`src/rtl/tctd_pkg.sv`:
```
// ----------------------------------------------------------------------------
// tctd_pkg
// shared types and constants of the time-of-day unit
// ----------------------------------------------------------------------------
package tctd_pkg;

   localparam int unsigned COUNT_W          = 64;
   localparam int unsigned SEC_W            = 63;
   localparam int unsigned USEC_W           = 20;
   localparam int unsigned HZ_W             = 30;
   localparam int unsigned QUOT_W           = 45;
   localparam int unsigned HALF_W           = 32;
   localparam int unsigned PROD_W           = COUNT_W + QUOT_W;
   localparam int unsigned USEC_SHIFT       = 30;
   localparam int unsigned USEC_PER_SEC     = 1000000;
   localparam int unsigned TICK_HZ_DEFAULT  = 24000000;

   typedef enum logic {
      CMD_READ = 1'b0,
      CMD_SET  = 1'b1
   } command_type;

   typedef struct packed {
      command_type         command;
      logic [COUNT_W-1:0]  counter_now;
      logic [SEC_W-1:0]    set_seconds;
      logic [USEC_W-1:0]   set_microseconds;
   } req_type;

   typedef struct packed {
      logic [SEC_W-1:0]    seconds;
      logic [USEC_W-1:0]   microseconds;
   } rsp_type;

   typedef struct packed {
      logic [COUNT_W-1:0]  elapsed;
      logic [SEC_W-1:0]    base_seconds;
      logic [USEC_W-1:0]   base_microseconds;
   } elapsed_type;

   typedef struct packed {
      logic [QUOT_W-1:0]   quotient;
      logic [HZ_W-1:0]     remainder;
      logic [SEC_W-1:0]    base_seconds;
      logic [USEC_W-1:0]   base_microseconds;
   } split_type;

   typedef struct packed {
      logic [QUOT_W-1:0]   quotient;
      logic [USEC_W-1:0]   sub_microseconds;
      logic [SEC_W-1:0]    base_seconds;
      logic [USEC_W-1:0]   base_microseconds;
   } sub_type;

endpackage

```
`src/rtl/tctd_combine.sv`:
```
// ----------------------------------------------------------------------------
// tctd_combine
// adds elapsed time to the base with microsecond carry, result register
// ----------------------------------------------------------------------------
module tctd_combine (
   input  logic               clock,
   input  logic               reset,
   input  logic               in_valid,
   output logic               in_ready,
   input  tctd_pkg::sub_type  in_data,
   output logic               rsp_valid,
   input  logic               rsp_stall,
   output tctd_pkg::rsp_type  rsp_data
);

   localparam int unsigned UW = tctd_pkg::USEC_W;
   localparam int unsigned SW = tctd_pkg::SEC_W;

   logic               valid_ff, valid_in;
   logic [UW:0]        usec_sum;
   logic               carry;
   tctd_pkg::rsp_type  data_in;
   tctd_pkg::rsp_type  data_ff;

   assign in_ready = !valid_ff || !rsp_stall;
   assign valid_in = in_ready ? in_valid : valid_ff;

   always_comb begin
      usec_sum = (UW+1)'(in_data.base_microseconds) + (UW+1)'(in_data.sub_microseconds);
      carry    = (usec_sum >= (UW+1)'(tctd_pkg::USEC_PER_SEC));
      data_in.microseconds = carry
                           ? UW'(usec_sum - (UW+1)'(tctd_pkg::USEC_PER_SEC))
                           : usec_sum[UW-1:0];
      data_in.seconds      = in_data.base_seconds + SW'(in_data.quotient) + SW'(carry);
   end

   always_ff @(posedge clock) begin
      if (reset) begin
         valid_ff <= 1'b0;
      end else begin
         valid_ff <= valid_in;
      end
   end

   always_ff @(posedge clock) begin
      if (in_valid && in_ready) begin
         data_ff <= data_in;
      end
   end

   assign rsp_valid = valid_ff;
   assign rsp_data  = data_ff;

endmodule

```
`config.mk`:
```
export PLATFORM = sky130hd
export DESIGN_NAME = tctd_combine
export DESIGN_NICKNAME = d
export VERILOG_FILES = /design/src/rtl/tctd_pkg.sv /design/src/rtl/tctd_combine.sv
export SDC_FILE = /design/constraint.sdc
export NUM_CORES = 1
export LEC_CHECK = 0
export ABC_AREA = 1
export BUFFER_PORTS_ARGS = -buffer_cell sky130_fd_sc_hd__buf_4
export CORE_UTILIZATION = 54
export CTS_CLUSTER_DIAMETER = 50
export CTS_CLUSTER_SIZE = 10
export DETAILED_ROUTE_END_ITERATION = 8
export HOLD_SLACK_MARGIN = 0.1
export PLACE_DENSITY = 0.8
export SLEW_MARGIN = 20
export SYNTH_ARGS = -nofsm -noshare
export SYNTH_HDL_FRONTEND = slang
export SYNTH_SLANG_ARGS = --single-unit
export TNS_END_PERCENT = 100
```
`constraint.sdc`:
```
create_clock -name clock -period 6.3 [get_ports clock]
set_input_delay 0.63 -clock clock [delete_from_list [all_inputs] [get_ports clock]]
set_output_delay 0.63 -clock clock [all_outputs]
set_load 0.01 [all_outputs]
```
==> impl_metrics.sql <==
INSERT INTO impl_metrics (metric_group, metric, value, unit) VALUES
('power_and_ir_drop', 'switchingPower', '0.000790', 'W'),
('floorplan', 'fp-row-count', '45', ''),
('job', 'drv.max_cap_violation_count', '0', ''),
('power_and_ir_drop', 'power.density', '201', 'nW/µm²'),
('worst_setup_path', 'worst_path_largest_cell_delay', '440', 'ps'),
('layout', 'postLayoutCellArea', '10600', 'µm²'),
('sta', 'timing.max_slew.rel_slack', '30.1', '%'),
('detailed_routing', 'wirelength', '25300', 'µm'),
('worst_setup_path', 'critical_path.n_buffers_inverters', '4', ''),
('clock_tree', 'largest_buffer_count_on_any_clock_path', '2', ''),
('global_route', 'grt_pass1_wl', '39800', 'µm'),
('layout', 'share_of_cells_above_drive_strength_1', '24.5', '%'),
('detailed_routing', 'via_count', '8670', ''),
('global_route', 'grt_pass1_vias', '8025', ''),
('yosys', 'netlist-cell-type-count', '40', ''),
('yosys', 'synth_top_cell_area_share', '30.0', '%'),
('yosys', 'synth_top_area_cell', 'edfxtp_1', ''),
('clock_tree', 'cts-hold-fix-buffers', '0', ''),
('power_and_ir_drop', 'power.share.switching', '37.1', '%'),
('worst_setup_path', 'cp_data_arrival_time', '5890', 'ps'),
('layout', 'fillers', '1278', ''),
('run_status', 'outcome', 'finished clean', ''),
('sta', 'timing.final.crit_period', '5790', 'ps'),
('layout', 'antennaDiodeCount', '0', ''),
('layout', 'flow.area_growth_from_synthesis', '27.2', '%'),
('power_and_ir_drop', 'vdd.ir_drop.worst', '0.142', 'mV'),
('clock_tree', 'clockRootBuffer', 'clkbuf_16', ''),
('detailed_routing', 'route.antenna.remaining_nets', '0', ''),
('yosys', 'ys.warnings.count', '0', ''),
('global_route', 'total_routing_usage_gr', '32.0', '%'),
('worst_setup_path', 'setup.worst_path.end_class', 'flop', ''),
('yosys', 'synth_top_area_cells', 'edfxtp_1, nand2_1, ha_1', ''),
('placement', 'gp_congestion', '0.966', ''),
('layout', 'final_nets', '1618', ''),
('floorplan', 'die-area', '15900', 'µm²'),
('detailed_routing', 'drt-vias-per-instance', '5.45', ''),
('worst_setup_path', 'worst-setup-path-type', 'primary input to flop', ''),
('global_route', 'antenna_found_initial', '0', ''),
('floorplan', 'core_area', '15100', 'µm²'),
('worst_setup_path', 'cpLargestDelayFamily', 'simple AND/OR/NAND/NOR gates', ''),
('floorplan', 'floorplan.initialDensity', '54.9', '%'),
('placement', 'detailed_place_hpwl', '21300', 'µm'),
('detailed_routing', 'post-route-drc-count', '0', ''),
('power_and_ir_drop', 'fraction_of_power_consumed_by_combinational_cells', '42.0', '%'),
('power_and_ir_drop', 'p_clk_share', '23.0', '%'),
('placement', 'detailed_place.area', '10300', 'µm²'),
('global_route', 'grt_remaining_overflow', '0', ''),
('placement', 'number_of_buffer_cells_added_on_primary_ports', '236', ''),
('sta', 'timing.final.crit_share', '91.9', '%'),
('yosys', 'synth_edf_count', '83', ''),
('clock_tree', 'clock_tree.htree_level_count', '3', ''),
('yosys', 'synthCells', '1149', ''),
('yosys', 'cell_area_synth', '8320', 'µm²'),
('sta', 'achievable-frequency', '173', 'MHz'),
('floorplan', 'floorplan.die.height', '126', 'µm'),
('power_and_ir_drop', 'p_int', '0.00134', 'W'),
('sta', 'rsz0062_at_grt', 'false', ''),
('yosys', 'synth-main-ff-cell', 'edfxtp_1', ''),
('worst_setup_path', 'cp_max_fo', '16', ''),
('clock_tree', 'tritoncts', 'built', ''),
('yosys', 'synth-async-reset-ratio', '0', '%'),
('clock_tree', 'cts_setup_buffers', '0', ''),
('floorplan', 'chipWidth', '126', 'µm'),
('clock_tree', 'cts_sinks', '84', ''),
('sta', 'timing.hold.ws', '433', 'ps'),
('sta', 'tns', '0', 'ps'),
('worst_setup_path', 'critical_path.most_common_cell', 'nand2_1', ''),
('sta', 'hold_viol_final', '0', ''),
('power_and_ir_drop', 'power.static_leakage', '5.18', 'nW'),
('worst_setup_path', 'cp_data_required_time', '6400', 'ps'),
('sta', 'clock-skew-final', '12.0', 'ps');
## cells in the mapped netlist (3+ instances only)
library cell,count
a21o_1,9
a31oi_1,10
nand3_1,61
edfxtp_1,83
a21oi_1,84
ha_1,66
xor2_1,43
o21bai_1,8
inv_1,163
nand4_1,22
a21oi_2,4
nand3_2,6
nand2_4,5
nor2_2,7
nand2_1,278
a21boi_0,5
nand2_2,48
nor2_4,3
o21ai_0,47
xnor2_1,21
nor4_1,11
nor2_1,108
inv_2,9
nand3_4,3
nand3b_1,5
nor3_1,13
fa_1,3
o21ai_1,8
## layer usage
layer | global-route usage, % | wire length, µm | up-vias
met4 | 9.14 | 432 | 0
met2 | 51.6 | 11300 | 423
met1 | 42.5 | 11000 | 3906
li1 | - | - | 4311
met3 | 7.90 | 2520 | 30
met5 | 0 | 0 | -
## path summary, 6_finish.rpt
kind                   start      endpoint  slack (ps)  depth (start not counted)
hold reg to reg    rsp_valid     rsp_valid         530                          2
setup / recovery  in_data[0]  rsp_data[74]         510                         33
hold / removal         reset     rsp_valid         430                          2
setup reg to reg   rsp_valid  rsp_data[54]        4290                          2
## registers in the layout, indices dropped and copies added (netlist names)
name and flops:
rsp_valid 1, rsp_data 83
## metrics by stage
| step | setup WS, ps | power (W) | utilization (%) |
|---|---|---|---|
| final | 507 | 0.00213 | 69.9 |
| after global placement | 475 | 0.00163 | 68.2 |
| after global routing | 128 | 0.00224 | 69.9 |
| after CTS | 552 | 0.00212 | 69.9 |
| after detailed placement | 197 | 0.00163 | 68.2 |
| after floorplan | 1020 | 0.00130 | - |
## power by group through the flow
stage,Clock (W),Sequential [W],Combinational [W]
after floorplan,0,0.000787,0.000511
after global placement,0,0.000754,0.000872
after detailed placement,0,0.000754,0.000881
after CTS,0.000491,0.000744,0.000884
after global routing,0.000515,0.000748,0.000980
final,0.000491,0.000743,0.000894
## cell usage in the layout, fill, tap and decap left out, types with 10 or more instances in the layout
cell type and count:
nor3_1 13, buf_4 241, xnor2_1 21, xor2_1 43, o21ai_0 47, inv_1 163
nand2_2 48, nand2_1 278, a21oi_1 83, ha_1 66, edfxtp_1 83, a31oi_1 10
nand4_1 22, nor2_1 108, nor4_1 11, nand3_1 61
## cell families after synthesis
logic type	after synthesis	share of synthesized area, %
and+or+nand+nor	575	31.9
AOI/OAI and AO/OA	181	12.2
buffers and inverters	176	8.38
DFF	84	30.2
adders and majority gates	69	10.6
xor gates and xnor gates	64	6.74
## final cells by class
type                    instances  area [µm²]  share of cell area (%)
inverters                     172         646                    6.10
well taps                     188         235                    2.22
clock buffers                  10         229                    2.16
multi-input cells             889        5120                    48.4
repair buffers                241        1810                    17.1
flip-flops and latches         84        2510                    23.7
clock inverters                 6        31.3                   0.296
No activity file was read; power rests on OpenSTA's default activity.
