`config.mk`:
```
export PLATFORM = sky130hd
export DESIGN_NAME = tctd_usec
export DESIGN_NICKNAME = d
export VERILOG_FILES = /design/src/rtl/tctd_pkg.sv /design/src/rtl/tctd_usec.sv
export SDC_FILE = /design/constraint.sdc
export NUM_CORES = 2
export LEC_CHECK = 0
export ABC_CLOCK_PERIOD_IN_PS = 23400
export CORE_ASPECT_RATIO = 1.2
export CORE_MARGIN = 4
export CORE_UTILIZATION = 45
export DETAILED_ROUTE_END_ITERATION = 10
export DONT_BUFFER_PORTS = 1
export PLACE_DENSITY_LB_ADDON = 0.2
export SETUP_SLACK_MARGIN = 0.15
export SYNTH_ARGS = -nofsm -noshare
export SYNTH_HDL_FRONTEND = slang
export SYNTH_SLANG_ARGS = --single-unit
```
`constraint.sdc`:
```
create_clock -name clock -period 23.4 [get_ports clock]
set_input_delay 4.68 -clock clock [delete_from_list [all_inputs] [get_ports clock]]
set_output_delay 4.68 -clock clock [all_outputs]
set_load 0.01 [all_outputs]
```
`src/rtl/tctd_pkg.sv`:
```
// ----------------------------------------------------------------------------
// tctd_pkg
// shared types and constants of the time-of-day unit
// ----------------------------------------------------------------------------
package tctd_pkg;

   localparam int unsigned COUNT_W          = 64;
   localparam int unsigned SEC_W            = 63;
   localparam int unsigned USEC_W           = 20;
   localparam int unsigned HZ_W             = 30;
   localparam int unsigned QUOT_W           = 45;
   localparam int unsigned HALF_W           = 32;
   localparam int unsigned PROD_W           = COUNT_W + QUOT_W;
   localparam int unsigned USEC_SHIFT       = 30;
   localparam int unsigned USEC_PER_SEC     = 1000000;
   localparam int unsigned TICK_HZ_DEFAULT  = 24000000;

   typedef enum logic {
      CMD_READ = 1'b0,
      CMD_SET  = 1'b1
   } command_type;

   typedef struct packed {
      command_type         command;
      logic [COUNT_W-1:0]  counter_now;
      logic [SEC_W-1:0]    set_seconds;
      logic [USEC_W-1:0]   set_microseconds;
   } req_type;

   typedef struct packed {
      logic [SEC_W-1:0]    seconds;
      logic [USEC_W-1:0]   microseconds;
   } rsp_type;

   typedef struct packed {
      logic [COUNT_W-1:0]  elapsed;
      logic [SEC_W-1:0]    base_seconds;
      logic [USEC_W-1:0]   base_microseconds;
   } elapsed_type;

   typedef struct packed {
      logic [QUOT_W-1:0]   quotient;
      logic [HZ_W-1:0]     remainder;
      logic [SEC_W-1:0]    base_seconds;
      logic [USEC_W-1:0]   base_microseconds;
   } split_type;

   typedef struct packed {
      logic [QUOT_W-1:0]   quotient;
      logic [USEC_W-1:0]   sub_microseconds;
      logic [SEC_W-1:0]    base_seconds;
      logic [USEC_W-1:0]   base_microseconds;
   } sub_type;

endpackage

```
`src/rtl/tctd_usec.sv`:
```
// ----------------------------------------------------------------------------
// tctd_usec
// tick remainder to whole microseconds by reciprocal multiply and correction
// ----------------------------------------------------------------------------
module tctd_usec #(
   parameter int unsigned TICK_HZ = tctd_pkg::TICK_HZ_DEFAULT
) (
   input  logic                 clock,
   input  logic                 reset,
   input  logic                 in_valid,
   output logic                 in_ready,
   input  tctd_pkg::split_type  in_data,
   output logic                 out_valid,
   input  logic                 out_ready,
   output tctd_pkg::sub_type    out_data
);

   localparam int unsigned HZW = tctd_pkg::HZ_W;
   localparam int unsigned UW  = tctd_pkg::USEC_W;
   localparam int unsigned SH  = tctd_pkg::USEC_SHIFT;
   localparam int unsigned RW  = SH + 1;
   localparam int unsigned AW  = HZW + RW;
   localparam int unsigned NW  = HZW + UW + 1;
   localparam logic [63:0] UsecRecipFull =
      ((64'd1 << SH) * 64'(tctd_pkg::USEC_PER_SEC)) / 64'(TICK_HZ);
   localparam logic [RW-1:0]  UsecRecip = UsecRecipFull[RW-1:0];
   localparam logic [HZW-1:0] HzVal     = HZW'(TICK_HZ);

   // stage 1: estimate product and scaled remainder
   logic                 s1_valid_ff, s1_valid_in, s1_ready;
   logic [AW-1:0]        s1_est_ff;
   logic [NW-1:0]        s1_scaled_ff;
   tctd_pkg::split_type  s1_data_ff;
   // stage 2: back-multiply of the next microsecond
   logic                 s2_valid_ff, s2_valid_in, s2_ready;
   logic [UW-1:0]        s2_usec;
   logic [UW:0]          s2_usec_next;
   logic [UW-1:0]        s2_usec_ff;
   logic [NW-1:0]        s2_check_ff;
   logic [NW-1:0]        s2_scaled_ff;
   tctd_pkg::split_type  s2_data_ff;
   // stage 3: correction
   logic                 s3_valid_ff, s3_valid_in, s3_ready;
   tctd_pkg::sub_type    s3_data_in;
   tctd_pkg::sub_type    s3_data_ff;

   assign s3_ready = !s3_valid_ff || out_ready;
   assign s2_ready = !s2_valid_ff || s3_ready;
   assign s1_ready = !s1_valid_ff || s2_ready;
   assign in_ready = s1_ready;

   assign s1_valid_in = s1_ready ? in_valid    : s1_valid_ff;
   assign s2_valid_in = s2_ready ? s1_valid_ff : s2_valid_ff;
   assign s3_valid_in = s3_ready ? s2_valid_ff : s3_valid_ff;

   always_ff @(posedge clock) begin
      if (reset) begin
         s1_valid_ff <= 1'b0;
         s2_valid_ff <= 1'b0;
         s3_valid_ff <= 1'b0;
      end else begin
         s1_valid_ff <= s1_valid_in;
         s2_valid_ff <= s2_valid_in;
         s3_valid_ff <= s3_valid_in;
      end
   end

   always_comb begin
      s2_usec      = s1_est_ff[SH +: UW];
      s2_usec_next = (UW+1)'(s2_usec) + (UW+1)'(1);
      s3_data_in.quotient          = s2_data_ff.quotient;
      s3_data_in.sub_microseconds  = (s2_check_ff <= s2_scaled_ff)
                                   ? (s2_usec_ff + UW'(1)) : s2_usec_ff;
      s3_data_in.base_seconds      = s2_data_ff.base_seconds;
      s3_data_in.base_microseconds = s2_data_ff.base_microseconds;
   end

   always_ff @(posedge clock) begin
      if (in_valid && s1_ready) begin
         s1_est_ff    <= AW'(in_data.remainder) * AW'(UsecRecip);
         s1_scaled_ff <= NW'(in_data.remainder) * NW'(tctd_pkg::USEC_PER_SEC);
         s1_data_ff   <= in_data;
      end
      if (s1_valid_ff && s2_ready) begin
         s2_usec_ff   <= s2_usec;
         s2_check_ff  <= NW'(s2_usec_next) * NW'(HzVal);
         s2_scaled_ff <= s1_scaled_ff;
         s2_data_ff   <= s1_data_ff;
      end
      if (s2_valid_ff && s3_ready) begin
         s3_data_ff <= s3_data_in;
      end
   end

   assign out_valid = s3_valid_ff;
   assign out_data  = s3_data_ff;

endmodule

```
==> metrics.md <==
| Metric | Value |
|---|---|
| Status | `finished clean` |
| Post-synthesis register bit count | `572` |
| Setup repair bufs after CTS | `0` |
| Placement row count | `123` |
| Post-DP HPWL | `88500 um` |
| Global-route wire length before repair | `159000 um` |
| Post-Syn Instances | `3322` |
| RD Place Congestion | `0.952` |
| Synth warn | `0` |
| Port Buffer Count | `0` |
| Clock skew | `0.0138 ns` |
| Detail-routed via count per cell | `5.11` |
| Critical path class | `input pin to register` |
| Die X | `290 um` |
| Fill cell count | `8281` |
| TritonCTS Buffers | `48` |
| Tightest Hold Check Type | `register to register` |
| Syn Area/Cell | `12.9 sq um` |
| Number of global-route vias before repair | `25600` |
| Pre-antenna DRT Iters | `7` |
| Clk buf depth | `3` |
| Max Slew Vio Count | `0` |
| Critical Path RT | `23.72 ns` |
| 1st-iter DRT viols | `1294` |
| Synth-to-Final Area Change | `7.84%` |
| Post-CTS sizing | `0` |
| Core ar. | `94000 sq um` |
| Setup TNS | `0 ns` |
| Ys flop type | `edfxtp_1` |
| Register area share after synthesis | `40.0%` |
| Distinct cell type count of the synthesized netlist | `64` |
| Avg WL per Cell | `22.6 um` |
| Post-Syn Area | `42800 sq um` |
| Ranking of synthesized cells by area | `edfxtp_1 (40%), fa_1 (24%), ha_1 (16%)` |
| Area of the multi-input gates | `22500 sq um` |
| CP Launch Type | `input pin` |
| Initial Utilization | `45.5%` |
| Number of synthesized flops with an enable pin | `569` |
| Slew Limit Headroom | `27.5%` |
| Worst setup EP type | `register` |
| Final setup viols | `0` |
| Clk root buf | `clkbuf_16` |
| Worst slew pin tran | `1.09 ns` |
| Vias | `23700` |
| # IOs | `312` |
| Final hold violations | `0` |
| FMAX | `0.0949 GHz` |
| Share of the synthesized area in the top cell type | `39.9%` |
| Die Area | `100000 sq um` |
| Synth area leader | `edfxtp_1` |
| FF-to-FF path depth | `24` |
| Clk_lat worst skew | `0.59 ns` |
| Die Height | `346 um` |
| CTS Hold Bufs | `0` |
| # DRC | `0` |
| Net Count, Synth | `4548` |
| Minimum clock period | `10.53 ns` |
| Crit path max fanout | `7` |
| Max-cap violations | `0` |
| Grt total ovfl | `0` |
| Unrepaired setup endpoints after global routing | `no` |
| CTS tree | `built` |
| H-tree Lvls | `2` |
| All-Layer GR Usage | `21.1%` |
| Proportion of layout cells with a drive suffix above 1 | `3.30%` |
| Worst EP arrival | `10.86 ns` |
| Clock-pin slew on the worst setup and hold paths | `0.07 ns` |
| Register area | `17100 sq um` |
| Worst hold path depth | `0` |
| Most frequent cells in the layout | `inv_1 (829), edfxtp_1 (569), ha_1 (556)` |
| Largest net degree at the start of global routing | `85` |
| Leading cell type in the layout, fill and taps excluded | `inv_1` |
| Remaining antenna violation count | `0` |
| Tcrit/Tclk final | `45.0%` |
| Routed WL | `105000 um` |
| Async SR Flop Fraction | `0%` |
| Initial antenna violation count | `9` |
| Clock sinks | `572` |
| Nets@finish | `4583` |
-- area by class of cell --
class,count,share of cell area (%)
multi-input combinational,1892,48.7
clock inverter,39,1.18
antenna,4,0.0217
tap,1250,3.39
timing repair buffer,14,0.228
clock buffer,50,2.62
sequential,572,37.1
inverter,829,6.74
-- through the flow --
stage | cell area, sq um | util [%] | hold WS, ns | worst slack, ns | std cells
2_1_floorplan | 42800 | - | 0.400 | 0.975 | 3322
3_3_place_gp | 44400 | 47.2 | 0.400 | 12.29 | 4557
3_5_place_dp | 44400 | 47.2 | 0.405 | 12.24 | 4557
4_1_cts | 46200 | 49.1 | 0.403 | 12.87 | 4646
5_1_grt | 46200 | 49.1 | 0.410 | 12.69 | 4649
6_report | 46200 | 49.1 | 0.408 | 12.87 | 4650
-- worst max-delay path, cell delays in order --
cell       delay (ns)
inv_1            0.33
fa_1             0.54
fa_1             0.55
inv_1            0.07
fa_1             0.56
fa_1             0.46
ha_1             0.30
inv_1            0.05
fa_1             0.60
inv_1            0.07
ha_1             0.44
o211ai_1         0.14
a21oi_1          0.33
o22ai_1          0.22
a2111oi_0        0.40
buf_4            0.19
nor2_1           0.05
o41ai_1          0.50
a221oi_1         0.20
xnor2_1          0.16
-- cells in the mapped netlist, types with 5 or more instances --
master,n
nor2_1,54
and3_1,26
o21ai_1,8
xnor2_1,92
ha_1,556
clkbuf_1,26
nand3_1,38
fa_1,508
nand2b_1,12
nor3b_1,8
o21a_1,19
and2_1,8
a2111oi_0,5
a211oi_1,8
and4_1,7
o211ai_1,9
edfxtp_1,569
or2_2,7
nand2_1,71
a31oi_1,9
o21ai_0,49
a21o_1,70
o21bai_1,12
a21oi_1,117
nand4_1,32
nor4_1,5
xor2_1,73
nor3_1,17
inv_1,829
nor2b_1,14
-- flip-flops by register name, summed over array words and instances, names as in the netlist --
name	cells
s2_usec_ff	20
s1_valid_ff	1
out_valid	1
s2_valid_ff	1
s2_scaled_ff	44
out_data	148
s1_scaled_ff	44
s1_est_ff	20
s1_data_ff	128
s2_data_ff	128
s2_check_ff	37
-- worst paths after layout --
path / start / to / slack [ns]
setup reg to reg: s1_est_ff[35] / s2_check_ff[45] / 14.54
setup / recovery: in_data[94] / s1_scaled_ff[46] / 12.87
hold / removal: s1_data_ff[59] / s2_data_ff[59] / 0.41
hold reg to reg: s1_data_ff[59] / s2_data_ff[59] / 0.41
-- cells by family (layout without fill, tap and decap cells) --
family | after synthesis | after routing | share of synthesized area [%]
adder cells (fa/ha/maj) | 1064 | 1064 | 40.0
buffers and inverters | 858 | 932 | 7.53
flip-flops | 572 | 572 | 40.0
AO/OA/AOI/OAI | 353 | 353 | 5.32
AND/OR/NAND/NOR | 309 | 309 | 3.72
XOR/XNOR | 165 | 165 | 3.37
multiplexers | 1 | 1 | 0.0263
other | 0 | 4 | 0
-- routing by layer --
metal	routed length (um)	GRT usage (%)	share of wire, %	up-vias
li1	-	-	-	11100
met1	41600	26.1	40	11900
met2	54400	38.0	52	580
met3	5090	3.12	4.9	165
met4	3900	6.79	3.7	4
met5	23	0	0.022	-
Power is not shown: default switching activity piles up to over one toggle a cycle in this logic, so the estimate is an artifact.
