`config.mk`:
```
export PLATFORM = sky130hd
export DESIGN_NAME = tctd_divide
export DESIGN_NICKNAME = d
export VERILOG_FILES = /design/src/rtl/tctd_pkg.sv /design/src/rtl/tctd_divide.sv
export SDC_FILE = /design/constraint.sdc
export NUM_CORES = 2
export LEC_CHECK = 0
export ABC_AREA = 1
export BUFFER_PORTS_ARGS = -buffer_cell sky130_fd_sc_hd__buf_2
export CAP_MARGIN = 20
export CELL_PAD_IN_SITES_DETAIL_PLACEMENT = 1
export CELL_PAD_IN_SITES_GLOBAL_PLACEMENT = 2
export CORE_ASPECT_RATIO = 1.5
export CORE_UTILIZATION = 43
export CTS_BUF_LIST = sky130_fd_sc_hd__clkbuf_4 sky130_fd_sc_hd__clkbuf_8
export DETAILED_ROUTE_END_ITERATION = 10
export GPL_ROUTABILITY_DRIVEN = 0
export GPL_TIMING_DRIVEN = 0
export PLACE_DENSITY = 0.8
export SYNTH_ARGS = -nofsm -noshare
export SYNTH_HDL_FRONTEND = slang
export SYNTH_SLANG_ARGS = --single-unit
```
`constraint.sdc`:
```
create_clock -name clock -period 20 [get_ports clock]
set_input_delay 3 -clock clock [delete_from_list [all_inputs] [get_ports clock]]
set_output_delay 3 -clock clock [all_outputs]
set_load 0.005 [all_outputs]
```
`src/rtl/tctd_pkg.sv`:
```
// ----------------------------------------------------------------------------
// tctd_pkg
// shared types and constants of the time-of-day unit
// ----------------------------------------------------------------------------
package tctd_pkg;

   localparam int unsigned COUNT_W          = 64;
   localparam int unsigned SEC_W            = 63;
   localparam int unsigned USEC_W           = 20;
   localparam int unsigned HZ_W             = 30;
   localparam int unsigned QUOT_W           = 45;
   localparam int unsigned HALF_W           = 32;
   localparam int unsigned PROD_W           = COUNT_W + QUOT_W;
   localparam int unsigned USEC_SHIFT       = 30;
   localparam int unsigned USEC_PER_SEC     = 1000000;
   localparam int unsigned TICK_HZ_DEFAULT  = 24000000;

   typedef enum logic {
      CMD_READ = 1'b0,
      CMD_SET  = 1'b1
   } command_type;

   typedef struct packed {
      command_type         command;
      logic [COUNT_W-1:0]  counter_now;
      logic [SEC_W-1:0]    set_seconds;
      logic [USEC_W-1:0]   set_microseconds;
   } req_type;

   typedef struct packed {
      logic [SEC_W-1:0]    seconds;
      logic [USEC_W-1:0]   microseconds;
   } rsp_type;

   typedef struct packed {
      logic [COUNT_W-1:0]  elapsed;
      logic [SEC_W-1:0]    base_seconds;
      logic [USEC_W-1:0]   base_microseconds;
   } elapsed_type;

   typedef struct packed {
      logic [QUOT_W-1:0]   quotient;
      logic [HZ_W-1:0]     remainder;
      logic [SEC_W-1:0]    base_seconds;
      logic [USEC_W-1:0]   base_microseconds;
   } split_type;

   typedef struct packed {
      logic [QUOT_W-1:0]   quotient;
      logic [USEC_W-1:0]   sub_microseconds;
      logic [SEC_W-1:0]    base_seconds;
      logic [USEC_W-1:0]   base_microseconds;
   } sub_type;

endpackage

```
`src/rtl/tctd_divide.sv`:
```
// ----------------------------------------------------------------------------
// tctd_divide
// elapsed ticks to whole seconds and tick remainder by reciprocal multiply
// ----------------------------------------------------------------------------
module tctd_divide #(
   parameter int unsigned TICK_HZ = tctd_pkg::TICK_HZ_DEFAULT
) (
   input  logic                   clock,
   input  logic                   reset,
   input  logic                   in_valid,
   output logic                   in_ready,
   input  tctd_pkg::elapsed_type  in_data,
   output logic                   out_valid,
   input  logic                   out_ready,
   output tctd_pkg::split_type    out_data
);

   localparam int unsigned HW  = tctd_pkg::HALF_W;
   localparam int unsigned QW  = tctd_pkg::QUOT_W;
   localparam int unsigned RHW = tctd_pkg::QUOT_W - tctd_pkg::HALF_W;
   localparam int unsigned PW  = tctd_pkg::PROD_W;
   localparam logic [127:0] RecipFull = (128'd1 << tctd_pkg::COUNT_W) / 128'(TICK_HZ);
   localparam logic [QW-1:0] Recip    = RecipFull[QW-1:0];
   localparam logic [tctd_pkg::HZ_W-1:0] HzVal = tctd_pkg::HZ_W'(TICK_HZ);

   // stage 1: partial products
   logic                       s1_valid_ff, s1_valid_in, s1_ready;
   logic [2*HW-1:0]            s1_pp0_ff, s1_pp2_ff;
   logic [HW+RHW-1:0]          s1_pp1_ff, s1_pp3_ff;
   tctd_pkg::elapsed_type      s1_data_ff;
   // stage 2: quotient estimate
   logic                       s2_valid_ff, s2_valid_in, s2_ready;
   logic [PW-1:0]              s2_sum;
   logic [QW-1:0]              s2_quot_ff;
   tctd_pkg::elapsed_type      s2_data_ff;
   // stage 3: low word of quotient times rate
   logic                       s3_valid_ff, s3_valid_in, s3_ready;
   logic [HW+tctd_pkg::HZ_W-1:0] s3_prod;
   logic [HW-1:0]              s3_prod_ff;
   logic [QW-1:0]              s3_quot_ff;
   tctd_pkg::elapsed_type      s3_data_ff;
   // stage 4: remainder and correction
   logic                       s4_valid_ff, s4_valid_in, s4_ready;
   logic [HW-1:0]              s4_rem_est;
   logic                       s4_over;
   logic [HW-1:0]              s4_rem;
   tctd_pkg::split_type        s4_data_in;
   tctd_pkg::split_type        s4_data_ff;

   assign s4_ready = !s4_valid_ff || out_ready;
   assign s3_ready = !s3_valid_ff || s4_ready;
   assign s2_ready = !s2_valid_ff || s3_ready;
   assign s1_ready = !s1_valid_ff || s2_ready;
   assign in_ready = s1_ready;

   assign s1_valid_in = s1_ready ? in_valid    : s1_valid_ff;
   assign s2_valid_in = s2_ready ? s1_valid_ff : s2_valid_ff;
   assign s3_valid_in = s3_ready ? s2_valid_ff : s3_valid_ff;
   assign s4_valid_in = s4_ready ? s3_valid_ff : s4_valid_ff;

   always_ff @(posedge clock) begin
      if (reset) begin
         s1_valid_ff <= 1'b0;
         s2_valid_ff <= 1'b0;
         s3_valid_ff <= 1'b0;
         s4_valid_ff <= 1'b0;
      end else begin
         s1_valid_ff <= s1_valid_in;
         s2_valid_ff <= s2_valid_in;
         s3_valid_ff <= s3_valid_in;
         s4_valid_ff <= s4_valid_in;
      end
   end

   always_comb begin
      s2_sum = PW'(s1_pp0_ff)
             + (PW'(s1_pp1_ff) << HW)
             + (PW'(s1_pp2_ff) << HW)
             + (PW'(s1_pp3_ff) << (2 * HW));
      s3_prod    = (HW + tctd_pkg::HZ_W)'(s2_quot_ff[HW-1:0])
                 * (HW + tctd_pkg::HZ_W)'(HzVal);
      s4_rem_est = s3_data_ff.elapsed[HW-1:0] - s3_prod_ff;
      s4_over    = (s4_rem_est >= HW'(HzVal));
      s4_rem     = s4_over ? (s4_rem_est - HW'(HzVal)) : s4_rem_est;
      s4_data_in.quotient          = s3_quot_ff + QW'(s4_over);
      s4_data_in.remainder         = s4_rem[tctd_pkg::HZ_W-1:0];
      s4_data_in.base_seconds      = s3_data_ff.base_seconds;
      s4_data_in.base_microseconds = s3_data_ff.base_microseconds;
   end

   always_ff @(posedge clock) begin
      if (in_valid && s1_ready) begin
         s1_pp0_ff  <= (2*HW)'(in_data.elapsed[HW-1:0]) * (2*HW)'(Recip[HW-1:0]);
         s1_pp1_ff  <= (HW+RHW)'(in_data.elapsed[HW-1:0]) * (HW+RHW)'(Recip[QW-1:HW]);
         s1_pp2_ff  <= (2*HW)'(in_data.elapsed[2*HW-1:HW]) * (2*HW)'(Recip[HW-1:0]);
         s1_pp3_ff  <= (HW+RHW)'(in_data.elapsed[2*HW-1:HW]) * (HW+RHW)'(Recip[QW-1:HW]);
         s1_data_ff <= in_data;
      end
      if (s1_valid_ff && s2_ready) begin
         s2_quot_ff <= s2_sum[PW-1:2*HW];
         s2_data_ff <= s1_data_ff;
      end
      if (s2_valid_ff && s3_ready) begin
         s3_prod_ff <= s3_prod[HW-1:0];
         s3_quot_ff <= s2_quot_ff;
         s3_data_ff <= s2_data_ff;
      end
      if (s3_valid_ff && s4_ready) begin
         s4_data_ff <= s4_data_in;
      end
   end

   assign out_valid = s4_valid_ff;
   assign out_data  = s4_data_ff;

endmodule

```
==> impl_metrics.csv <==
group,metric,value,unit
outcome,status,"complete, but fails checks",
outcome,violations,"DRC",
floorplan,io_pins,311,
sta,slew_violations,0,
setup_path,cp-end-kind,"flip-flop",
placed_design,buffer_ports.inserted,307,
floorplan,num_rows,191,
grt,grt_start_max_net_pins,124,
grt,grt.total_usage,0.281,
layout,nets,10364,
grt,grt_pass1_wl,380,mm
sta,period_share,0.492,
setup_path,regToRegEndpoint,"s3_prod_ff[31]",
yosys,syn_area_per_cell,10.2,um^2
layout,drive_above_1_share,0.0722,
setup_path,r2r-start,"s2_quot_ff[8]",
clock_tree,numCtsBuffers,120,
clock_tree,cts_resized,0,
clock_tree,cts_setup_buffers,0,
yosys,synth-seq-cells,774,
setup_path,crit_buf_inv,6,
sta,rsz0062_at_grt,"false",
setup_path,cp.depth,24,
setup_path,rr_worst_depth,14,
setup_path,startpoint_type,"input port",
sta,worstMarginPinSlew,0.965,ns
route,vias,54920,
yosys,yosysSeqAreaShare,0.296,
setup_path,arrival,10.43,ns
grt,grt.overflow.total,0,
setup_path,critPathTopFamily,"adder cells",
layout,fin_util,0.475,
sta,final-hold-violation-count,0,
grt,antenna_found_initial,16,
setup_path,cp_max_fo,9,
route,ant_nets,0,
clock_tree,clk_pin_slew,0.06,ns
setup_path,crit_required,20.59,ns
setup_path,crit_chain,"buf_2 > inv_1 > fa_1 > fa_1 > fa_1 > inv_1 > fa_1 > fa_1 > fa_1 > fa_1 > inv_1 > fa_1 > inv_1 > ha_1 > nand2_1 > nor2_1 > inv_1 > nor4_1 > nand3_1 > nand3_1 > a21o_1 > nand2_1 > nand3_1 > nand2_1",
route,via_per_inst,5.16,
layout,final_cell_mix,"inv_1 (2033), ha_1 (1121), fa_1 (961)",
clock_tree,clk_latency,0.86,ns
clock_tree,cts_tree,"yes",
placed_design,dpl.cell_count,10421,
setup_path,slowest_stage,"nor4_1",
sta,min_period,9.84,ns
yosys,ys_types,54,
grt,grt_pass1_vias,61690,
sta,max_freq,102,MHz
route,firstDrtPassIters,8,
sta,finalClockSkew,0.0522,ns
floorplan,die_area,184000,um^2
setup_path,r2r_slack,14.26,ns
route,initialDrtViolationCount,2756,
placed_design,place_area,83200,um^2
layout,final_area,85700,um^2
clock_tree,clockBufferDepth,3,
yosys,syn_area,78300,um^2
clock_tree,clock-root-buffer,"clkbuf_8",
floorplan,start_util,0.433,
floorplan,die_w,350,um
setup_path,worstSetupPathType,"input port to flip-flop",
worst_hold_path,hold_path_class,"flip-flop to flip-flop",
layout,fin_cells,10648,
route,drc_errors,3,
clock_tree,clock-sinks,774,
route,avgRoutedWirePerCell,24.1,um
floorplan,die_h,524,um
job,maxCapViolations,0,
setup_path,critPathMostFrequentCell,"fa_1",
floorplan,core,181000,um^2
setup_path,cpPeakStageDelay,0.80,ns
clock_tree,h-tree-depth,3,
sta,slew_headroom,0.351,
layout,mostFrequentLayoutCell,"inv_1",
yosys,yosys_warnings,0,
placed_design,dpl.hpwl,226,mm
clock_tree,cts_hold_buf,0,
setup_path,crit_start,"in_data[117]",
sta,setup_violations,0,
yosys,synth_cells,7684,
route,totalWireLength,257,mm
setup_path,worstSetupEndpoint,"s1_pp2_ff[53]",
layout,area_delta_synth_final,9.57,%
## cell families (layout without fill, tap and decap cells)
family / count (synthesis) / after routing / synth area share
compound gates: 855 / 855 / 0.0609
xor+xnor: 277 / 277 / 0.0311
fa+ha+maj: 2082 / 2082 / 0.425
buf+inv: 2055 / 2597 / 0.0990
flops: 774 / 774 / 0.296
other cells: 1 / 11 / 0.0000479
simple gates: 1640 / 1640 / 0.0874
## registers in the layout, indices dropped and copies added, names as in the netlist
signal,flops
s1_pp2_ff,60
s2_valid_ff,1
out_data,155
s1_pp3_ff,39
s1_pp0_ff,31
s3_data_ff,115
s2_quot_ff,41
s1_valid_ff,1
s2_data_ff,115
out_valid,1
s3_quot_ff,40
s1_pp1_ff,36
s1_data_ff,115
s3_prod_ff,23
s3_valid_ff,1
## metal layers
layer  share of wire  vias to the layer above  track usage  wire, um
li1                -                    25389            -         -
met4           0.057                       16        0.142     14600
met2            0.50                     1399        0.498    129000
met5         0.00043                        -            0       110
met1            0.39                    27650        0.329    101000
met3           0.044                      466       0.0376     11400
## Yosys cell counts, drive strengths merged
cell	instances	area share
a21boi	11	0.0011
a31oi	52	0.0042
edfxtp	770	0.30
o2111ai	4	0.00045
clkbuf	1	0.000048
inv	2048	0.098
nor3	55	0.0038
o31ai	6	0.00058
a211oi	3	0.00029
nand2	843	0.041
xor2	182	0.020
a21o	44	0.0042
o311ai	1	0.00011
a21oi	394	0.025
a31o	1	0.00011
nor4	26	0.0023
o21ai	258	0.017
o221a	3	0.00043
nor3b	1	0.000096
o221ai	1	0.00011
fa	961	0.25
a221oi	7	0.00078
ha	1121	0.18
xnor2	95	0.011
o21a	27	0.0026
and3	6	0.00048
buf	6	0.00072
or2	1	0.000080
dfxtp	4	0.0010
nand4	49	0.0039
o21bai	25	0.0024
nand3b	10	0.00096
o311a	1	0.00013
o211ai	14	0.0013
a211o	1	0.00011
conb	1	0.000048
nand3	153	0.010
or4	2	0.00019
nor2	494	0.024
o22ai	2	0.00016
## metrics by stage
stage / setup WS, ns / hold slack [ns] / setup TNS (ns)
global placement: -2.19 / 0.400 / -602.29
detailed placement: 9.30 / 0.405 / 0
finish: 10.16 / 0.392 / 0
global route: 10.02 / 0.401 / 0
CTS: 10.25 / 0.399 / 0
floorplan: 3.95 / 0.400 / 0
## layout make-up
cell class                      instances  area (um^2)
Fill cell                           20460        94900
Multi-Input combinational cell       4857        47300
Sequential cell                       774        23200
Inverter                             2048         7700
Tap cell                             2412         3020
Timing Repair Buffer                  323         1880
Clock buffer                          150         1880
Clock inverter                         69          656
Buffer                                  7         60.1
Antenna cell                            8         20.0
## worst min-delay path by stage
stage / startpoint / endpoint / cells past startpoint
6_report: s1_data_ff[16] / s2_data_ff[16] / 0
5_1_grt: s2_data_ff[63] / s3_data_ff[63] / 0
4_1_cts: s1_data_ff[16] / s2_data_ff[16] / 0
3_5_place_dp: s1_data_ff[42] / s2_data_ff[42] / 0
3_3_place_gp: s1_data_ff[52] / s2_data_ff[52] / 0
2_1_floorplan: s3_data_ff[0] / out_data[0] / 0
Power is not shown: default switching activity piles up to over one toggle a cycle in this logic, so the estimate is an artifact.
