## src/rtl/tctd_pkg.sv

```systemverilog
// ----------------------------------------------------------------------------
// tctd_pkg
// shared types and constants of the time-of-day unit
// ----------------------------------------------------------------------------
package tctd_pkg;

   localparam int unsigned COUNT_W          = 64;
   localparam int unsigned SEC_W            = 63;
   localparam int unsigned USEC_W           = 20;
   localparam int unsigned HZ_W             = 30;
   localparam int unsigned QUOT_W           = 45;
   localparam int unsigned HALF_W           = 32;
   localparam int unsigned PROD_W           = COUNT_W + QUOT_W;
   localparam int unsigned USEC_SHIFT       = 30;
   localparam int unsigned USEC_PER_SEC     = 1000000;
   localparam int unsigned TICK_HZ_DEFAULT  = 24000000;

   typedef enum logic {
      CMD_READ = 1'b0,
      CMD_SET  = 1'b1
   } command_type;

   typedef struct packed {
      command_type         command;
      logic [COUNT_W-1:0]  counter_now;
      logic [SEC_W-1:0]    set_seconds;
      logic [USEC_W-1:0]   set_microseconds;
   } req_type;

   typedef struct packed {
      logic [SEC_W-1:0]    seconds;
      logic [USEC_W-1:0]   microseconds;
   } rsp_type;

   typedef struct packed {
      logic [COUNT_W-1:0]  elapsed;
      logic [SEC_W-1:0]    base_seconds;
      logic [USEC_W-1:0]   base_microseconds;
   } elapsed_type;

   typedef struct packed {
      logic [QUOT_W-1:0]   quotient;
      logic [HZ_W-1:0]     remainder;
      logic [SEC_W-1:0]    base_seconds;
      logic [USEC_W-1:0]   base_microseconds;
   } split_type;

   typedef struct packed {
      logic [QUOT_W-1:0]   quotient;
      logic [USEC_W-1:0]   sub_microseconds;
      logic [SEC_W-1:0]    base_seconds;
      logic [USEC_W-1:0]   base_microseconds;
   } sub_type;

endpackage

```

## src/rtl/tctd_capture.sv

```systemverilog
// ----------------------------------------------------------------------------
// tctd_capture
// input register, base time and reference count, elapsed tick count
// ----------------------------------------------------------------------------
module tctd_capture (
   input  logic                   clock,
   input  logic                   reset,
   input  logic                   req_valid,
   output logic                   req_stall,
   input  tctd_pkg::req_type      req_data,
   output logic                   out_valid,
   input  logic                   out_ready,
   output tctd_pkg::elapsed_type  out_data
);

   logic                             valid_ff;
   logic                             valid_in;
   logic                             ready;
   logic                             accept;
   logic                             is_set;
   logic [tctd_pkg::SEC_W-1:0]       base_seconds_ff;
   logic [tctd_pkg::SEC_W-1:0]       base_seconds_in;
   logic [tctd_pkg::USEC_W-1:0]      base_microseconds_ff;
   logic [tctd_pkg::USEC_W-1:0]      base_microseconds_in;
   logic [tctd_pkg::COUNT_W-1:0]     reference_count_ff;
   logic [tctd_pkg::COUNT_W-1:0]     reference_count_in;
   tctd_pkg::elapsed_type            data_ff;
   tctd_pkg::elapsed_type            data_in;

   assign ready     = !valid_ff || out_ready;
   assign req_stall = !ready;
   assign accept    = req_valid && ready;
   assign is_set    = (req_data.command == tctd_pkg::CMD_SET);

   always_comb begin
      valid_in             = ready ? (req_valid && !is_set) : valid_ff;
      base_seconds_in      = base_seconds_ff;
      base_microseconds_in = base_microseconds_ff;
      reference_count_in   = reference_count_ff;
      if (accept && is_set) begin
         base_seconds_in      = req_data.set_seconds;
         base_microseconds_in = req_data.set_microseconds;
         reference_count_in   = req_data.counter_now;
      end
      data_in.elapsed           = req_data.counter_now - reference_count_ff;
      data_in.base_seconds      = base_seconds_ff;
      data_in.base_microseconds = base_microseconds_ff;
   end

   always_ff @(posedge clock) begin
      if (reset) begin
         valid_ff             <= 1'b0;
         base_seconds_ff      <= '0;
         base_microseconds_ff <= '0;
         reference_count_ff   <= '0;
      end else begin
         valid_ff             <= valid_in;
         base_seconds_ff      <= base_seconds_in;
         base_microseconds_ff <= base_microseconds_in;
         reference_count_ff   <= reference_count_in;
      end
   end

   // payload, no reset
   always_ff @(posedge clock) begin
      if (accept && !is_set) begin
         data_ff <= data_in;
      end
   end

   assign out_valid = valid_ff;
   assign out_data  = data_ff;

endmodule

```

## config.mk

```make
export PLATFORM = sky130hd
export DESIGN_NAME = tctd_capture
export DESIGN_NICKNAME = d
export VERILOG_FILES = /design/src/rtl/tctd_pkg.sv /design/src/rtl/tctd_capture.sv
export SDC_FILE = /design/constraint.sdc
export NUM_CORES = 1
export LEC_CHECK = 0
export ABC_AREA = 1
export BUFFER_PORTS_ARGS = -buffer_cell sky130_fd_sc_hd__buf_2
export CAP_MARGIN = 20
export CORE_MARGIN = 1.5
export CORE_UTILIZATION = 56
export CTS_CLUSTER_SIZE = 40
export DETAILED_ROUTE_END_ITERATION = 10
export GPL_ROUTABILITY_DRIVEN = 0
export PLACE_DENSITY = 0.81
export SYNTH_ARGS = -nofsm -noshare
export SYNTH_HDL_FRONTEND = slang
export SYNTH_SLANG_ARGS = --single-unit
export TNS_END_PERCENT = 5
```

## constraint.sdc

```tcl
create_clock -name clock -period 8.6 [get_ports clock]
set_input_delay 0.43 -clock clock [delete_from_list [all_inputs] [get_ports clock]]
set_output_delay 0.43 -clock clock [all_outputs]
set_load 0.1 [all_outputs]
```

==> results.json, run 1 <==
{
  "cts.repair.resized": 0,
  "hold_path_end": "base_seconds_ff[28]$_SDFFE_PP0P_",
  "wl_per_cell_um": 15.3,
  "antenna_found_initial": 7,
  "syn_inst": 2105,
  "multiInputGateArea_um2": 6730,
  "routed_wl_um": 42500,
  "p_int_uw": 2560,
  "r2r-end": "reference_count_ff[42]$_SDFFE_PP0P_",
  "post-place-ws_ps": 4980,
  "fmax_mhz": 362,
  "worstMarginPinSlew_ps": 936,
  "power-per-cell-area_nw_per_um2": 211,
  "synth.top_cell.area_share_pct": 27.8,
  "synth_edf_count": 147,
  "setup_viol": 0,
  "synth_area_leaders": "edfxtp_1, dfxtp_1, nand2_1",
  "io_pins": 301,
  "cp_data_required_time_ps": 8780,
  "period_needed_ps": 2760,
  "ys_ff_latch": 295,
  "tritoncts": "done",
  "clockPowerShare_pct": 32.2,
  "power.switching_uw": 1360,
  "area_growth_pct": 17.4,
  "worst_clock_skew_ps": 10.0,
  "endpoint_kind": "flop",
  "yosys_warnings": 0,
  "grt-ovfl-total": 0,
  "portBuffers": 300,
  "cts_inserted_buffers": 28,
  "post-cts-setup-buffers": 0,
  "cp_common_cell": "buf_4",
  "start_util_pct": 57.0,
  "crit_chain": "buf_2, buf_4, nand2_1, nor2_4, buf_4",
  "regArea_um2": 7380,
  "p_comb_share_pct": 26.7,
  "start_kind": "input port",
  "whs_path_depth": 3,
  "postLayoutCellArea_um2": 18600,
  "hold_class": "in -> reg",
  "yosysTopAreaCell": "edfxtp_1",
  "finalWorstSetupSlack_ps": 5840,
  "synth-async-reset-ratio_pct": 0,
  "cp_slowest_stage_delay_ps": 810,
  "irDropWorstVdd_uv": 139,
  "dp_hpwl_um": 31900,
  "hold_buffers": 0,
  "status": "finished, final reports clean",
  "tns_ps": 0,
  "grt_use_total_pct": 28.0,
  "drive_above_1_share_pct": 17.1,
  "maxSlewHeadroom_pct": 37.6,
  "dr.pass1.iters": 6,
  "grt_pass1_vias": 13300,
  "clock_latency_ps": 570,
  "core_um2": 27900,
  "die_x_um": 171,
  "cts_num_sinks": 295,
  "final_util_pct": 66.9,
  "p_sw_share_pct": 34.7,
  "rsz0062_at_grt": "false",
  "drt_iter0_drc": 1260,
  "num_rows": 61,
  "synth_nets": 2321,
  "ys_types": 30,
  "clkTransAtPathRegs_ps": 60,
  "hp-start": "req_data[48]",
  "ys.flop_type": "dfxtp_1",
  "drv_cap": 0,
  "cp_num_cells": 5,
  "r2r_start": "out_valid$_SDFFE_PP0N_",
  "fillers": 2335,
  "critical_path_class": "in -> reg",
  "crit_family": "buffers and inverters",
  "cp_slowest_cell": "buf_4",
  "final_nets": 2591,
  "die-area_um2": 29400,
  "rrSetupSlack_ps": 6020,
  "drc": 0,
  "path_max_fanout": 87,
  "critPathArrivalTime_ps": 2950,
  "rr_worst_depth": 9,
  "viasPerCell": 5.21,
  "ys_seq_area_share_pct": 46.5,
  "cts-root-buf": "clkbuf_16",
  "leakage_uw": 0.00921,
  "grt_max_degree": 114,
  "slew_viol_final": 0,
  "detail-route-antenna-nets": 0,
  "hold_slack_ps": 139,
  "cts_max_level": 1,
  "power.share.sequential_pct": 41.0,
  "die_h_um": 171,
  "hold_violations": 0,
  "syn_area_per_cell_um2": 7.54,
  "fin_crit_sh_pct": 32.1,
  "num_vias": 14500,
  "grt_pass1_wl_um": 65300,
  "syn_area_um2": 15900,
  "clockBufferDepth": 3,
  "placed_area_um2": 17600,
  "crit_buf_inv": 3
}
[layer usage]
metal / part of all wire (%) / global-route usage [%]
met4: 5.1 / 13.8
met3: 8.0 / 4.07
met5: 0 / 0
met2: 46 / 46.5
met1: 41 / 35.9
[cell families after synthesis]
logic type      synth area share [%]
compound gates                  7.19
xor+xnor                        1.76
fa+ha+maj                       5.09
buf+inv                         11.3
flops                           46.5
simple gates                    28.2
[state kept, by name, summed over array words and instances (netlist names)]
signal / flops
reference_count_ff: 64
out_data: 147
base_microseconds_ff: 20
out_valid: 1
base_seconds_ff: 63
[worst min-delay path, stage by stage]
cell and delay [ps]:
buf_2 90, nand4_1 70, a21oi_1 60
[placed cells by master, fill, tap and decap left out, types with 7 or more instances in the layout]
master | Yosys | layout
clkbuf_16 | 0 | 28
buf_4 | 2 | 8
ha_1 | 63 | 63
diode_2 | 0 | 7
edfxtp_1 | 147 | 147
nor2_1 | 166 | 165
inv_1 | 388 | 388
nand2_1 | 681 | 681
a21oi_1 | 128 | 128
nand2_2 | 25 | 25
nand3_1 | 49 | 48
nor2_2 | 14 | 14
a211oi_1 | 62 | 62
buf_2 | 21 | 299
dfxtp_1 | 148 | 148
nor3_1 | 12 | 12
xor2_1 | 31 | 31
nand4_1 | 100 | 100
clkbuf_8 | 0 | 12
[area by class of cell]
class / count / share of cell area (%)
sequential: 295 / 39.6
antenna: 7 / 0.0939
clock buffer: 42 / 4.68
timing repair buffer: 309 / 8.64
inverter: 391 / 7.87
multi-input combinational: 1350 / 36.1
clock inverter: 10 / 0.550
tap: 378 / 2.54
[metrics by stage]
step | total power [µW] | instances
floorplan | 2440 | 2105
global placement | 2660 | 2721
detailed placement | 2670 | 2721
CTS | 3930 | 2773
global route | 4080 | 2782
finish | 3930 | 2782
[Yosys cell counts (all sizes together) (3+ instances only)]
cell type  number
clkbuf         40
nor3           14
a211oi         62
buf            29
nand2         706
nor2          182
xor2           31
edfxtp        147
dfxtp         148
o21bai          3
inv           391
ha             63
nand3          55
nand4         100
a21oi         128
[worst max path at each step]
stage | from | slack, ps | to
after CTS | out_valid$_SDFFE_PP0N_ | 5010 | reference_count_ff[42]$_SDFFE_PP0P_
final | req_valid | 5840 | out_data[115]$_DFFE_PP_
after floorplan | req_valid | 700 | out_data[0]$_DFFE_PP_
after global routing | req_valid | 5690 | out_data[115]$_DFFE_PP_
after detailed placement | out_ready | 4980 | reference_count_ff[40]$_SDFFE_PP0P_
after global placement | out_ready | 5070 | reference_count_ff[52]$_SDFFE_PP0P_
[power groups by stage]
stage | combinational (µW) | sequential, µW | clock, µW
global placement | 1020 | 1640 | 0
global route | 1130 | 1620 | 1330
detailed placement | 1030 | 1640 | 0
floorplan | 471 | 1970 | 0
CTS | 1040 | 1610 | 1280
finish | 1050 | 1610 | 1260
Power figures use the tool's default switching activity.
==> run 2: changes to the inputs <==
ABC_AREA = 0   (was 1)
CORE_UTILIZATION = 49   (was 56)
PLACE_DENSITY = 0.76   (was 0.81)
clock period = 2.36 ns   (was 8.6 ns; I/O delays follow)
==> run 2 against run 1 <==
Net effect: the flow now finishes with violations (negative setup slack); total power increased to 3.7 times the previous value; core utilization up 6.2 points; sequential share of layout area is 2.2 points lower; clock skew up 3.7 ps; first-iteration DRC count down 10%; combinational power grew to 3.6 times the previous value; clock-buffer cell count grew 1; largest cell class unchanged.
==> results.json, run 2 <==
{
  "num_vias": 13200,
  "post-place-ws_ps": -728,
  "core_um2": 27000,
  "portBuffers": 300,
  "synth.top_cell.area_share_pct": 32.6,
  "detail-route-antenna-nets": 0,
  "clkTransAtPathRegs_ps": 60,
  "yosysMostFrequentCell": "nand2_1",
  "fillers": 1750,
  "cp_slowest_stage_delay_ps": 510,
  "post_synth_fa_ha_maj_area_fraction_pct": 5.97,
  "fmax_mhz": 351,
  "clockBufferDepth": 3,
  "yosys_warnings": 0,
  "grt_max_degree": 92,
  "cts-root-buf": "clkbuf_16",
  "worstMarginPinSlew_ps": 699,
  "dp_hpwl_um": 27300,
  "whs_path_depth": 2,
  "drc": 0,
  "worst_clock_skew_ps": 13.7,
  "critical_path_class": "reg -> reg",
  "netlist_top_cells_count": "nand2_1, a21oi_1, dfxtp_1",
  "dr.pass1.iters": 7,
  "power_uw": 14500,
  "ys_types": 63,
  "tritoncts": "done",
  "r2r-end": "out_data[136]$_DFFE_PP_",
  "grt_pass1_wl_um": 65500,
  "wl_per_cell_um": 17.9,
  "die_h_um": 169,
  "drive_above_1_share_pct": 31.1,
  "finalWorstSetupSlack_ps": -486,
  "crit_buf_inv": 1,
  "final_nets": 2247,
  "synth_edf_count": 147,
  "cts_num_sinks": 295,
  "synth_nets": 1656,
  "start_kind": "flop",
  "cp_num_cells": 11,
  "synth-async-reset-ratio_pct": 0,
  "die-area_um2": 28600,
  "num_rows": 60,
  "slew_viol_final": 0,
  "syn_area_um2": 13500,
  "r2r_start": "reference_count_ff[6]$_SDFFE_PP0P_",
  "hold_path_end": "out_data[68]$_DFFE_PP_",
  "routed_wl_um": 43000,
  "synth_area_leaders": "edfxtp_1, dfxtp_1, nand2_1",
  "crit_family": "compound AO/OA/AOI/OAI gates",
  "setup_viol": 41,
  "ys_seq_area_share_pct": 54.5,
  "fin_crit_sh_pct": 121,
  "rsz0062_at_grt": "true",
  "antenna_found_initial": 8,
  "maxSlewHeadroom_pct": 53.4,
  "drv_cap": 0,
  "ys_ff_latch": 295,
  "status": "finished with violations",
  "synth-xor-area-share_pct": 3.95,
  "irDropWorstVdd_uv": 628,
  "yosysTopAreaCell": "edfxtp_1",
  "rrSetupSlack_ps": -490,
  "syn_area_per_cell_um2": 9.40,
  "cp_data_required_time_ps": 2660,
  "synth_top_family_by_area": "compound AO/OA/AOI/OAI gates",
  "drt_iter0_drc": 1129,
  "hold_violations": 0,
  "grt-ovfl-total": 0,
  "cp_slowest_cell": "a2111o_1",
  "leakage_uw": 0.00810,
  "tns_ps": -10810,
  "synth_compound_area_share_pct": 15.7,
  "path_max_fanout": 4,
  "ys.flop_type": "dfxtp_1",
  "power-per-cell-area_nw_per_um2": 734,
  "layout_commonest_cell": "nand2_1",
  "violations": "negative setup slack",
  "synth_mux_area_share_pct": 0,
  "grt_pass1_vias": 13100,
  "hold_class": "in -> reg",
  "syn_inst": 1440,
  "area_growth_pct": 46.2,
  "endpoint_kind": "flop",
  "cts_inserted_buffers": 30,
  "yosys.area_share.simple_pct": 15.4,
  "rr_worst_depth": 11,
  "die_x_um": 169,
  "crit_chain": "inv_2, ha_4, a21o_1, nand2b_4, o21ai_4, o211ai_2, a2111o_1, a2111oi_4, nor3_4, a311oi_2, xnor2_1",
  "critPathArrivalTime_ps": 3140,
  "clock_latency_ps": 550,
  "cts_max_level": 1,
  "period_needed_ps": 2850,
  "largest_reg_flops": 147,
  "io_pins": 301,
  "grt_use_total_pct": 28.8,
  "start_util_pct": 50.1,
  "hp-start": "req_data[147]",
  "viasPerCell": 5.47,
  "final_cell_mix": "nand2_1, buf_2, a21oi_1, buf_4"
}
run 2: changes by cell type after synthesis, moves of 25 or more:
cell	delta
nand2_1	-327
nand3_1	-38
nor2_1	-115
inv_1	-311
xnor2_1	+37
a21oi_1	+104
a211oi_1	-57
o21ai_0	+47
clkbuf_1	+33
nand4_1	-78
nand2_2	-25
run 2: worst max-delay path by stage:
stage / start / to
after CTS: reference_count_ff[6]$_SDFFE_PP0P_ / out_data[144]$_DFFE_PP_
final: reference_count_ff[6]$_SDFFE_PP0P_ / out_data[136]$_DFFE_PP_
after floorplan: out_valid$_SDFFE_PP0N_ / out_data[0]$_DFFE_PP_
after global placement: reference_count_ff[0]$_SDFFE_PP0P_ / out_data[139]$_DFFE_PP_
after detailed placement: reference_count_ff[0]$_SDFFE_PP0P_ / out_data[127]$_DFFE_PP_
after global routing: reference_count_ff[3]$_SDFFE_PP0P_ / out_data[139]$_DFFE_PP_
run 2: timing repair:
action,4_1_cts,5_1_grt
endpoints found under the hold margin,147,0
gates resized for setup,48,46
hold buffers,147,0
endpoints found under the setup margin,45,46
pin swaps,24,18
setup buffers,6,6
run 2: cells by family after synthesis:
group           count (synthesis)
flops                         295
fa+ha+maj                      64
xor+xnor                       61
compound gates                368
buf+inv                       158
simple gates                  494
run 2: layout make-up:
class                      instances  area (µm²)  area share (%)
antenna                           10        25.0           0.127
clock buffer                      43         943            4.77
clock inverter                    13         109           0.550
inverter                          77         289            1.46
multi-input combinational        987        6030            30.5
sequential                       295        7390            37.4
tap                              341         427            2.16
timing repair buffer             640        4560            23.1
run 2: worst reg2reg max path, delay by kind of cell, from the launching register on:
kind                     cells  cell delay, ps
XOR/XNOR                     1              90
AO/OA/AOI/OAI                6            1650
AND/OR/NAND/NOR              2             240
buffers and inverters        1              50
flip-flops                   1             340
adder cells (fa/ha/maj)      1             210
run 2: per-stage QoR:
stage	cell area (µm²)	hold WS [ps]	instances	utilization, %
final	19800	40.7	2406	73.2
after global routing	19800	53.7	2404	73.2
after detailed placement	16700	365	2181	61.7
after CTS	19500	31.1	2390	72.0
after global placement	16700	359	2181	61.7
after floorplan	13600	254	1440	-
run 2: metal layers:
metal | GRT usage, % | wire [µm] | up-vias
li1 | - | - | 6160
met1 | 34.0 | 16700 | 6224
met2 | 50.2 | 21300 | 627
met3 | 4.13 | 2650 | 160
met4 | 16.5 | 2340 | 0
met5 | 0 | 0 | -
run 2: report_power, final:
part / switching, µW / total, µW / internal [µW] / leakage [µW]
clock: 2040 / 4930 / 2890 / 0.000516
combinational: 2450 / 3750 / 1300 / 0.00496
sequential: 116 / 5840 / 5720 / 0.00263
total: 4610 / 14500 / 9920 / 0.00810
==> run 3: changes to the inputs <==
GPL_TIMING_DRIVEN = 0   (was unset)
==> run 3 against run 2 <==
Net effect: the run still ends with negative setup slack left; critical path depth is 1 higher; sequential cell count stayed put; core utilization is 2.9 points lower; die area stayed put; wire length is 2.0% lower; first-iteration DRC count is 4.8% lower; worst setup slack worse by 130 ps; register-to-register slack worse by 130 ps; design area is 4.0% lower; maximum frequency is 4.4% lower; total power is 1.5% lower; cell count is 3.9% lower; largest cell class unchanged.
==> results.json, run 3 (synthesized netlist as in run 2, its figures left out) <==
{
  "cts_inserted_buffers": 30,
  "viasPerCell": 5.50,
  "drt_iter0_drc": 1075,
  "start_util_pct": 50.1,
  "num_vias": 12700,
  "cts_max_level": 1,
  "p_comb_share_pct": 24.6,
  "hold_class": "in -> reg",
  "critPathArrivalTime_ps": 3270,
  "fmax_mhz": 336,
  "post-place-ws_ps": -1040,
  "power.share.sequential_pct": 40.8,
  "final_util_pct": 70.3,
  "p_sw_share_pct": 31.9,
  "rsz0062_at_grt": "true",
  "worst_clock_skew_ps": 12.0,
  "power_uw": 14300,
  "cp_data_required_time_ps": 2650,
  "tritoncts": "done",
  "drc": 0,
  "start_kind": "flop",
  "io_pins": 301,
  "path_max_fanout": 7,
  "clockBufferDepth": 3,
  "multiInputGateArea_um2": 6190,
  "grt-ovfl-total": 0,
  "num_rows": 60,
  "detail-route-antenna-nets": 0,
  "die-area_um2": 28600,
  "antenna_found_initial": 5,
  "core_um2": 27000,
  "finalWorstSetupSlack_ps": -619,
  "power-per-cell-area_nw_per_um2": 753,
  "period_needed_ps": 2980,
  "dr.pass1.iters": 5,
  "drv_cap": 0,
  "p_int_uw": 9750,
  "setup_viol": 40,
  "clock_latency_ps": 550,
  "final_nets": 2157,
  "hold_violations": 0,
  "cts-root-buf": "clkbuf_16",
  "drive_above_1_share_pct": 26.0,
  "critical_path_class": "reg -> reg",
  "status": "finished with violations",
  "fin_crit_sh_pct": 126,
  "fillers": 1913,
  "grt_max_degree": 36,
  "wl_per_cell_um": 18.2,
  "violations": "negative setup slack",
  "final_cell_mix": "nand2_1, buf_2, a21oi_1, dlygate4sd3_1, edfxtp_1",
  "layout_commonest_cell": "nand2_1",
  "die_h_um": 169,
  "clockPowerShare_pct": 34.6,
  "power.switching_uw": 4560,
  "maxSlewHeadroom_pct": 34.4,
  "leakage_uw": 0.00747,
  "endpoint_kind": "flop",
  "clkTransAtPathRegs_ps": 60,
  "grt_pass1_vias": 12400,
  "routed_wl_um": 42100,
  "grt_use_total_pct": 27.8,
  "irDropWorstVdd_uv": 547,
  "worstMarginPinSlew_ps": 985,
  "largest_reg_flops": 147,
  "cts_num_sinks": 295,
  "regArea_um2": 7390,
  "area_growth_pct": 40.4,
  "grt_pass1_wl_um": 63000,
  "die_x_um": 169,
  "portBuffers": 299,
  "dp_hpwl_um": 27000,
  "slew_viol_final": 0
}
==> run 3: cell types whose count changed in the layout (fill, tap and decap cells not counted), moves of 4 or more <==
cell | before | now
buf_4 | 181 | 21
clkbuf_1 | 2 | 58
ha_1 | 46 | 31
ha_2 | 0 | 15
dlygate4sd3_1 | 147 | 158
a21oi_1 | 218 | 208
a21oi_2 | 13 | 20
buf_12 | 10 | 4
clkbuf_8 | 8 | 4
diode_2 | 10 | 6
o21ai_0 | 37 | 33
==> run 3: worst paths after layout <==
check,start,end,slack (ps),cells after the start
hold reg to reg,base_microseconds_ff[19]$_SDFFE_PP0P_,out_data[19]$_DFFE_PP_,420,0
hold / removal,req_data[147],out_data[61]$_DFFE_PP_,40,2
setup reg to reg,reference_count_ff[36]$_SDFFE_PP0P_,out_data[140]$_DFFE_PP_,-620,12
setup / recovery,reference_count_ff[36]$_SDFFE_PP0P_,out_data[140]$_DFFE_PP_,-620,12
==> run 3: final cells by class <==
cell class | instances | share of cell area, %
Tap cell | 341 | 2.25
Clock inverter | 18 | 0.995
Inverter | 77 | 1.52
Multi-Input combinational cell | 987 | 32.6
Sequential cell | 295 | 38.9
Timing Repair Buffer | 484 | 17.6
Buffer | 66 | 1.56
Antenna cell | 6 | 0.0790
Clock buffer | 38 | 4.54
==> run 3: timing repair <==
item	in CTS	in global routing
endpoints found under the hold margin	147	0
buffers inserted	15	8
pin swaps	34	28
hold buffers	158	0
gates resized for setup	101	60
setup endpoints to repair	55	44
==> run 3: metal layers <==
metal  track usage, %  part of all wire [%]  vias to the layer above
met5                0                     0                        -
met1             32.2                    38                     5987
met4             14.9                   5.4                        0
met2             49.5                    50                      597
li1                 -                     -                     5987
met3             4.36                   6.6                      149
==> run 3: critical path, cell delays in order, from the launching register on <==
cell,delay (ps)
dfxtp_2,320
inv_1,40
ha_1,300
buf_8,140
nand2_1,170
nor2_1,100
a21oi_1,290
o21ai_1,170
a221o_2,400
a21oi_4,250
o21ba_4,190
nor3_1,50
a311o_1,290
==> run 3: power groups by stage <==
stage               Combinational, µW  Clock [µW]  Sequential (µW)
floorplan                        1180           0             6990
global placement                 2880           0             5940
detailed placement               2930           0             5930
CTS                              3320        4990             5830
global route                     3720        5230             5850
finish                           3520        4950             5830
==> run 3: per-stage QoR <==
step | hold WS, ps | area, µm² | std cells | setup TNS, ps
floorplan | 254 | 13600 | 1440 | -133160
global placement | 360 | 15500 | 2080 | -257840
detailed placement | 365 | 15600 | 2084 | -23690
CTS | 7.19 | 18700 | 2303 | -11670
global route | 47.0 | 19000 | 2310 | -15250
finish | 40.4 | 19000 | 2312 | -12080
